<file path="src/design/ffcr_pkg.sv">
`timescale 1ns / 1ps

package ffcr_pkg;

   localparam int FRAME_BYTES_DEF = 8;
   localparam int FRAME_W_MAX     = 64;
   localparam int VERSION_W       = 4;
   localparam logic [VERSION_W-1:0] VERSION_RESET = 4'h1;
   localparam logic [7:0] CRC_POLY = 8'h07;
   localparam logic [7:0] CRC_INIT = 8'h00;

   typedef enum logic [1:0] {
      STATUS_BUSY    = 2'd0,
      STATUS_CRC_ERR = 2'd1,
      STATUS_VALID   = 2'd2
   } status_type;

   typedef struct packed {
      status_type             status;
      logic [FRAME_W_MAX-1:0] frame;
   } result_type;

   // One byte of CRC-8, MSB first, no reflection.
   function automatic logic [7:0] crc8_byte(input logic [7:0] crc, input logic [7:0] b);
      logic [7:0] c;
      c = crc ^ b;
      for (int k = 0; k < 8; k++) begin
         if (c[7]) begin
            c = {c[6:0], 1'b0} ^ CRC_POLY;
         end else begin
            c = {c[6:0], 1'b0};
         end
      end
      return c;
   endfunction

endpackage

</file>
<file path="src/design/ffcr_frame_asm.sv">
`timescale 1ns / 1ps

module ffcr_frame_asm #(
   parameter int FRAME_BYTES = ffcr_pkg::FRAME_BYTES_DEF
) (
   input  logic                                clock,
   input  logic                                reset,
   input  logic                                csr_write_en,
   input  logic [ffcr_pkg::VERSION_W-1:0]      csr_write_data,
   input  logic                                beat_accept,
   input  logic [7:0]                          rx_byte,
   output ffcr_pkg::result_type                result
);
   import ffcr_pkg::*;

   localparam int CNT_W   = $clog2(FRAME_BYTES);
   localparam int STORE_W = (FRAME_BYTES - 1) * 8;
   localparam logic [CNT_W-1:0] LAST_CNT = CNT_W'(FRAME_BYTES - 1);

   logic [VERSION_W-1:0] version_ff, version_in;
   logic [CNT_W-1:0]     count_ff, count_in;
   logic [7:0]           crc_ff, crc_in;
   logic [STORE_W-1:0]   store_ff, store_in;
   logic [STORE_W+7:0]   shifted;
   logic                 start_hit;

   assign shifted   = {store_ff, rx_byte};
   assign start_hit = (rx_byte[7:4] == version_ff);
   assign version_in = csr_write_en ? csr_write_data : version_ff;

   always_comb begin
      count_in      = count_ff;
      crc_in        = crc_ff;
      store_in      = store_ff;
      result.status = STATUS_BUSY;
      result.frame  = '0;
      if (beat_accept) begin
         if (count_ff == '0) begin
            if (start_hit) begin
               store_in = STORE_W'(rx_byte);
               crc_in   = crc8_byte(CRC_INIT, rx_byte);
               count_in = CNT_W'(1);
            end
         end else if (count_ff < LAST_CNT) begin
            store_in = shifted[STORE_W-1:0];
            crc_in   = crc8_byte(crc_ff, rx_byte);
            count_in = count_ff + CNT_W'(1);
         end else begin
            // last beat: the byte itself is the CRC
            count_in = '0;
            crc_in   = CRC_INIT;
            if (crc_ff != rx_byte) begin
               result.status = STATUS_CRC_ERR;
            end else begin
               result.status = STATUS_VALID;
               result.frame  = FRAME_W_MAX'(shifted);
            end
         end
      end
   end

   always_ff @(posedge clock) begin
      if (reset) begin
         version_ff <= VERSION_RESET;
         count_ff   <= '0;
         crc_ff     <= CRC_INIT;
      end else begin
         version_ff <= version_in;
         count_ff   <= count_in;
         crc_ff     <= crc_in;
      end
   end

   always_ff @(posedge clock) begin
      store_ff <= store_in;
   end

   a_count_range: assert property (@(posedge clock) disable iff (reset)
      count_ff <= LAST_CNT)
      else $error("frame byte count past last byte");

   a_idle_crc_clear: assert property (@(posedge clock) disable iff (reset)
      count_ff == '0 |-> crc_ff == CRC_INIT)
      else $error("running crc not cleared while idle");

   a_ignore_stays_idle: assert property (@(posedge clock) disable iff (reset)
      beat_accept && count_ff == '0 && !start_hit |=> count_ff == '0)
      else $error("non-start byte left idle");

   a_result_on_last: assert property (@(posedge clock) disable iff (reset)
      result.status != STATUS_BUSY |-> beat_accept && count_ff == LAST_CNT)
      else $error("frame result outside last beat");

endmodule

</file>
<file path="src/design/ffcr_out_stage.sv">
`timescale 1ns / 1ps

module ffcr_out_stage (
   input  logic                                 clock,
   input  logic                                 reset,
   input  logic                                 req_valid,
   output logic                                 req_stall,
   output logic                                 beat_accept,
   input  ffcr_pkg::result_type                 result,
   output logic                                 rsp_valid,
   input  logic                                 rsp_stall,
   output logic [1:0]                           rsp_status,
   output logic [ffcr_pkg::FRAME_W_MAX-1:0]     rsp_frame
);
   import ffcr_pkg::*;

   logic       valid_ff, valid_in;
   result_type result_ff, result_in;

   // every accepted beat yields one result, so the input waits only on a held result
   assign req_stall   = valid_ff & rsp_stall;
   assign beat_accept = req_valid & ~req_stall;

   assign valid_in  = beat_accept | (valid_ff & rsp_stall);
   assign result_in = beat_accept ? result : result_ff;

   always_ff @(posedge clock) begin
      if (reset) begin
         valid_ff <= 1'b0;
      end else begin
         valid_ff <= valid_in;
      end
   end

   always_ff @(posedge clock) begin
      result_ff <= result_in;
   end

   assign rsp_valid  = valid_ff;
   assign rsp_status = result_ff.status;
   assign rsp_frame  = result_ff.frame;

endmodule

</file>
<file path="src/design/fixed_frame_crc8_receiver.sv">
`timescale 1ns / 1ps

// Fixed-length frame receiver with CRC-8 check (poly 0x07, init 0, MSB first).
// req_ channel: one received byte per beat (req_rx_byte). While idle, a byte
//   whose high nibble equals the version register starts a frame; others are
//   ignored. FRAME_BYTES bytes make a frame, the last being the CRC of the rest.
// rsp_ channel: exactly one result beat per input beat. rsp_status is busy
//   (0) for bytes inside a frame or ignored, crc error (1) or valid frame (2)
//   on the last byte; rsp_frame holds the frame right-aligned, first byte
//   highest, and is zero unless status is valid.
// csr_ port: csr_write_en writes the 4-bit version nibble; write only while idle.
// Each accepted byte's result passes through the single output register after
// the byte-wise CRC network; a byte can be accepted every cycle while
// req_stall is low.
// Reset (synchronous) returns to idle, clears the CRC, empties the output
// register and sets the version nibble to 1.
// When rsp_stall holds a pending result, req_stall rises in the same cycle and
// the input waits until the result is taken.
module fixed_frame_crc8_receiver #(
   parameter int FRAME_BYTES = ffcr_pkg::FRAME_BYTES_DEF
) (
   input  logic                                 clock,
   input  logic                                 reset,
   input  logic                                 csr_write_en,
   input  logic [ffcr_pkg::VERSION_W-1:0]       csr_write_data,
   input  logic                                 req_valid,
   output logic                                 req_stall,
   input  logic [7:0]                           req_rx_byte,
   output logic                                 rsp_valid,
   input  logic                                 rsp_stall,
   output logic [1:0]                           rsp_status,
   output logic [ffcr_pkg::FRAME_W_MAX-1:0]     rsp_frame
);
   import ffcr_pkg::*;

   logic       beat_accept;
   result_type result;

   ffcr_frame_asm #(
      .FRAME_BYTES (FRAME_BYTES)
   ) u_frame_asm (
      .clock          (clock),
      .reset          (reset),
      .csr_write_en   (csr_write_en),
      .csr_write_data (csr_write_data),
      .beat_accept    (beat_accept),
      .rx_byte        (req_rx_byte),
      .result         (result)
   );

   ffcr_out_stage u_out_stage (
      .clock       (clock),
      .reset       (reset),
      .req_valid   (req_valid),
      .req_stall   (req_stall),
      .beat_accept (beat_accept),
      .result      (result),
      .rsp_valid   (rsp_valid),
      .rsp_stall   (rsp_stall),
      .rsp_status  (rsp_status),
      .rsp_frame   (rsp_frame)
   );

endmodule
</file>
<file path="config.mk">
export PLATFORM = sky130hd
export DESIGN_NAME = fixed_frame_crc8_receiver
export DESIGN_NICKNAME = d
export VERILOG_FILES = /design/src/design/ffcr_pkg.sv /design/src/design/ffcr_frame_asm.sv /design/src/design/ffcr_out_stage.sv /design/src/design/fixed_frame_crc8_receiver.sv
export SDC_FILE = /design/constraint.sdc
export NUM_CORES = 1
export LEC_CHECK = 0
export ABC_AREA = 1
export BUFFER_PORTS_ARGS = -buffer_cell sky130_fd_sc_hd__buf_4
export CORE_MARGIN = 8
export CORE_UTILIZATION = 30
export CTS_BUF_LIST = sky130_fd_sc_hd__clkbuf_8 sky130_fd_sc_hd__clkbuf_16
export DETAILED_ROUTE_END_ITERATION = 7
export PLACE_DENSITY = 0.49
export REMOVE_ABC_BUFFERS = 1
export SYNTH_ARGS = -nofsm -noshare
export SYNTH_HDL_FRONTEND = slang
export SYNTH_SLANG_ARGS = --single-unit
</file>
<file path="constraint.sdc">
create_clock -name clock -period 13.05 [get_ports clock]
set_input_delay 0.6525 -clock clock [delete_from_list [all_inputs] [get_ports clock]]
set_output_delay 0.6525 -clock clock [all_outputs]
set_load 0.1 [all_outputs]
</file>
**Yosys cells after proc, flatten, opt, wreduce, memory -nomap -nowiden**

Index checks and enable logic that the tools add are counted.

- Bits in registers: 138
- Output and inout bits: 68

- Add/sub/neg operators: 1
- Order comparisons: 1
- Eq/ne operators: 3
- Mux-type cells: 68
- Bitwise gates (word level): 21
- Reduce and logical (&&, ||, !) cells: 6

Operators with widths:

| kind | number |
|---|---|
| 2-to-1 mux 8 bit | 45 |
| 2-to-1 mux 56 bit | 3 |
| 2-to-1 mux 3 bit | 19 |
| inverter 3 bit | 16 |
| != test 8 bit | 1 |
| bitwise XOR 8 bit | 1 |
| equality test 4 bit | 1 |
| adder 3 x 1 -> 3 bit, second input constant | 1 |
| logical NOT 3 bit | 1 |
| < comparator 3 bit, second input constant | 1 |
| AND reduction 3 bit | 1 |
| OR reduction 3 bit | 1 |
| bitwise AND 1 bit | 2 |
| 2-to-1 mux 2 bit | 1 |
| != test 2 x 1 -> 1 bit, second input constant | 1 |
| AND reduction 2 bit | 1 |
| nonzero test 2 bit | 1 |
| OR reduction 2 bit | 1 |
| inverter 1 bit | 1 |
| OR 1 bit | 1 |

**Longest topological paths before layout**

- Depth after elaboration: 40
- Mapped depth: 13
- Depth with buffers taken out: 12

**Hierarchy**

A second synthesis with hierarchy kept.

- Cell total of the unflattened synthesis: 532
- Area total of the unflattened synthesis: 6110.9 µm²

Modules (own cells, without submodules):

| module | instances | cells each | area an instance (µm²) | seq. area each (µm²) |
|---|---|---|---|---|
| ffcr_frame_asm | 1 | 460 | 4080.2 | 1981.9 |
| ffcr_out_stage | 1 | 72 | 2030.7 | 2001.9 |

**Worst setup path before layout**

Ideal clock, no wire load.

- Kind: reg-to-reg
- From: register u_out_stage.valid_ff (netlist: u_out_stage.rsp_valid)
- To: register u_frame_asm.store_ff[0] (enable)
- Arrival time: 7.327 ns
- Data required time: 12.580 ns
- Slack: 5.253 ns
- Cell stages (with the launch flop): 8
- Clock period less this slack: 7.797 ns
- Cells stage by stage: dfxtp_1 -> nand2_1 -> inv_1 -> nor2_1 -> nand4_1 -> nand2_2 -> inv_1 -> nor2_1

- Longest elaborated chain between the ends: 4

Ends and longest elaborated chain:

| item | line | source |
|---|---|---|
| start, declared | ffcr_out_stage.sv:17 | `logic valid_ff, valid_in;` |
| start signal, assigned | ffcr_out_stage.sv:31 | `valid_ff <= valid_in;` |
| bitwise AND 1 bit | ffcr_out_stage.sv:21 | `assign req_stall = valid_ff & rsp_stall;` |
| net req_stall | fixed_frame_crc8_receiver.sv:27 | `output logic req_stall,` |
| inverter 1 bit | ffcr_out_stage.sv:22 | `assign beat_accept = req_valid & ~req_stall;` |
| bitwise AND 1 bit | ffcr_out_stage.sv:22 |  |
| net beat_accept | fixed_frame_crc8_receiver.sv:36 | `logic beat_accept;` |
| AND reduction 3 bit (no source line) | -- |  |
| end signal, assigned | ffcr_frame_asm.sv:75 | `store_ff <= store_in;` |
| end, declared | ffcr_frame_asm.sv:23 | `logic [STORE_W-1:0] store_ff, store_in;` |

The timed path passes the listed nets, and every way through them passes these cells.
A chain may end at the register's enable or synchronous reset.

**Worst setup path after layout**

- From: input port rsp_stall
- To: register u_frame_asm.store_ff[37] (enable)

- Longest elaborated chain between the ends: 4

Ends and longest elaborated chain:

| item | line | source |
|---|---|---|
| start, declared | fixed_frame_crc8_receiver.sv:30 | `input logic rsp_stall,` |
| bitwise AND 1 bit | ffcr_out_stage.sv:21 |  |
| inverter 1 bit | ffcr_out_stage.sv:22 |  |
| bitwise AND 1 bit | ffcr_out_stage.sv:22 |  |
| net beat_accept | fixed_frame_crc8_receiver.sv:36 |  |
| AND reduction 3 bit (no source line) | -- |  |

The timed path passes the listed nets, and every way through them passes these cells.

==> flow_metrics.py <==
metrics = {
    "floorplan": {
        "dieArea_um2": 23900,
        "ioPinCount": 85,
        "initial_core_util": 0.307,
        "coreArea_um2": 18800,
        "rows": 50,
        "die_w_um": 155,
        "die_h_um": 155,
    },
    "pwr": {
        "ir_drop_v": 0.0000933,
        "design_power_total_mw": 1.20,
        "power_density_nw_per_um2": 167,
        "swShare": 0.294,
        "sequentialPowerShare": 0.441,
        "p_clk_frac": 0.388,
        "p_leak_nw": 3.18,
        "combPwrFrac": 0.170,
        "p_int_mw": 0.847,
        "p_sw_mw": 0.353,
    },
    "logic_synthesis": {
        "avgSynthCellArea_um2": 11.1,
        "synth_top_family_by_area": "simple AND/OR/NAND/NOR gates",
        "synth_compound_area_frac": 0.0275,
        "syn-instance-count": 518,
        "synthAdderAreaFrac": 0.0108,
        "synth_xor_area_frac": 0.0343,
        "synth_area_um2": 5770,
        "synthMuxAreaShare": 0,
        "synth_area_leaders": "edfxtp_1, nor2_1, inv_1",
        "synth.top_cell.area_share": 0.635,
        "synth.distinct_cells": 28,
        "yosys_warnings": 0,
        "seq_area_frac_synth": 0.690,
        "ys_ff_latch": 138,
        "synth.largest_area_cell": "edfxtp_1",
        "synth_simple_gate_area_frac": 0.158,
    },
    "critical_path": {
        "timing_worst_setup_path_type": "in2reg",
        "cp_num_buf_inv": 5,
        "crit_arrival_ps": 3130,
        "crit_path_start_kind": "input pin",
        "reg2reg_slack_ps": 9980,
        "crit_family": "buffers and inverters",
        "r2r_start": "u_out_stage.rsp_valid",
        "cpPeakStageDelay_ps": 670,
        "crit_chain": "buf_4, nand2_1, inv_1, nor2_4, buf_4, nand4_1, nand2_2, inv_1, nor2_4, buf_4",
        "crit_top_cell": "buf_4",
        "reg2regPathDepth": 9,
        "crit_path_top_delay_cell": "buf_4",
        "worstReg2RegEnd": "u_frame_asm.store_ff[37]",
        "worstSetupStartpoint": "rsp_stall",
        "crit_path_end": "u_frame_asm.store_ff[37]",
        "crit_cells": 10,
        "crit_path_max_fanout": 69,
        "crit_path_end_kind": "flop",
        "cp_data_required_time_ps": 13090,
    },
    "finish": {
        "final_util": 0.383,
        "layout_common_cells": "edfxtp_1, nor2_1, inv_1",
        "layout.cells.most_common": "edfxtp_1",
        "final_nets": 630,
        "area_growth_pct": 24.6,
        "drive_above_1_share": 0.235,
        "n_antenna_cell": 0,
    },
    "detailed_routing": {
        "via_count": 3604,
        "post_drt_wl_per_cell_um": 13.8,
        "drt_first_pass_iters": 4,
        "via_per_inst": 4.22,
        "drt-total-wl_um": 11800,
        "ant_nets": 0,
        "drc": 0,
        "drt-initial-drc-count": 278,
    },
    "placed_design": {
        "io_buffers": 84,
        "dpl.hpwl_um": 7790,
        "gp_routability_congestion": 0.843,
    },
    "cts": {
        "path_clk_slew_ps": 50,
        "cts.repair.resized": 0,
        "cts_tree": "yes",
        "worstSkewPairLatency_ps": 420,
        "htree_levels": 4,
        "cts_max_path_buffers": 2,
        "cts_sinks": 138,
        "numCtsBuffers": 17,
        "cts_root_buffer": "clkbuf_16",
        "cts_setup_buffers": 0,
        "cts_hold_buf": 0,
    },
    "timing": {
        "min_period_ps": 3090,
        "final-setup-viol-count": 0,
        "tightest_slew_ps": 913,
        "relSlewSlack": 0.391,
        "skew_ps": 8.96,
        "hold_viol": 0,
        "fmax_ghz": 0.323,
        "rsz0062_at_grt": "false",
        "slew_viol_final": 0,
        "period_share": 0.237,
        "timing.setup.tns_ps": 0,
    },
    "min_path": {
        "min_from": "reset",
        "worst_hold_path_type": "in2reg",
    },
    "global_route": {
        "grt_start_max_net_pins": 70,
        "antenna_found_initial": 0,
        "grt_first_pass_wirelength_um": 18900,
        "grt-ovfl-total": 0,
        "grt_use_total": 0.101,
        "first_global_vias": 3740,
    },
    "run": {
        "cap_viol_max_count": 0,
    },
    "status": {
        "status": "complete, no violations",
    },
}
-- worst min-delay path by stage --
stage	slack, ps	cells after the start	endpoint
floorplan	450	2	u_frame_asm.version_ff[0]
global placement	470	2	u_out_stage.rsp_valid
detailed placement	480	2	u_frame_asm.version_ff[0]
CTS	430	1	u_frame_asm.store_ff[0]
global route	430	1	u_frame_asm.store_ff[0]
finish	440	2	u_out_stage.rsp_valid
-- metrics by stage --
step	setup slack [ps]	hold WS [ps]	std cells	area (um^2)
final	9960	442	855	7190
after global placement	9600	472	823	6620
after CTS	9890	425	855	7190
after global routing	9670	431	855	7190
after floorplan	5140	448	502	5650
after detailed placement	9460	479	823	6620
-- per-layer routing --
metal | global-route usage | share of wire | routed length, um
met2 | 0.160 | 0.46 | 5410
met5 | 0 | 0 | 0
met4 | 0.0504 | 0.020 | 241
met3 | 0.0337 | 0.057 | 673
met1 | 0.121 | 0.46 | 5470
-- layout make-up --
| class | instances | area, um^2 |
|---|---|---|
| sequential | 138 | 3980 |
| clock buffer | 17 | 425 |
| tap | 234 | 293 |
| multi-input combinational | 274 | 1350 |
| inverter | 90 | 340 |
| timing repair buffer | 87 | 653 |
| fill | 1857 | 11600 |
| clock inverter | 15 | 150 |
-- worst reg2reg max path, cell delays in order, from the launching register on --
cell     delay, ps
dfxtp_1        310
nand2_1         90
inv_1           80
nor2_4          70
buf_4          670
nand4_1        260
nand2_2        290
inv_1          210
nor2_4         100
buf_4          570
-- registers in the layout, indices dropped and copies added, names as in the netlist --
name,count
u_out_stage.rsp_frame,64
u_frame_asm.store_ff,56
u_frame_asm.crc_ff,8
u_frame_asm.version_ff,4
u_frame_asm.count_ff,3
u_out_stage.rsp_status,2
u_out_stage.rsp_valid,1
-- cells in the mapped netlist, drive strengths merged --
cell	n
xor2	8
nand2	65
clkbuf	3
ha	5
inv	90
a31oi	1
dfxtp	16
nand4	2
edfxtp	122
xnor2	12
nand3	15
a21oi	10
o21ai	18
nor2	135
or2	1
o22ai	2
buf	13
-- kinds of logic after synthesis --
| group | after synthesis |
|---|---|
| AOI/OAI and AO/OA | 31 |
| buffers and inverters | 106 |
| and+or+nand+nor | 218 |
| xor gates and xnor gates | 20 |
| adders and majority gates | 5 |
| DFF | 138 |
-- power by group through the flow --
| stage | registers [mW] | logic [mW] | clock network [mW] |
|---|---|---|---|
| after floorplan | 0.606 | 0.0871 | 0 |
| after global placement | 0.539 | 0.204 | 0 |
| after detailed placement | 0.539 | 0.207 | 0 |
| after CTS | 0.530 | 0.207 | 0.479 |
| after global routing | 0.533 | 0.222 | 0.498 |
| final | 0.530 | 0.205 | 0.466 |
No activity file was read; power rests on OpenSTA's default activity.
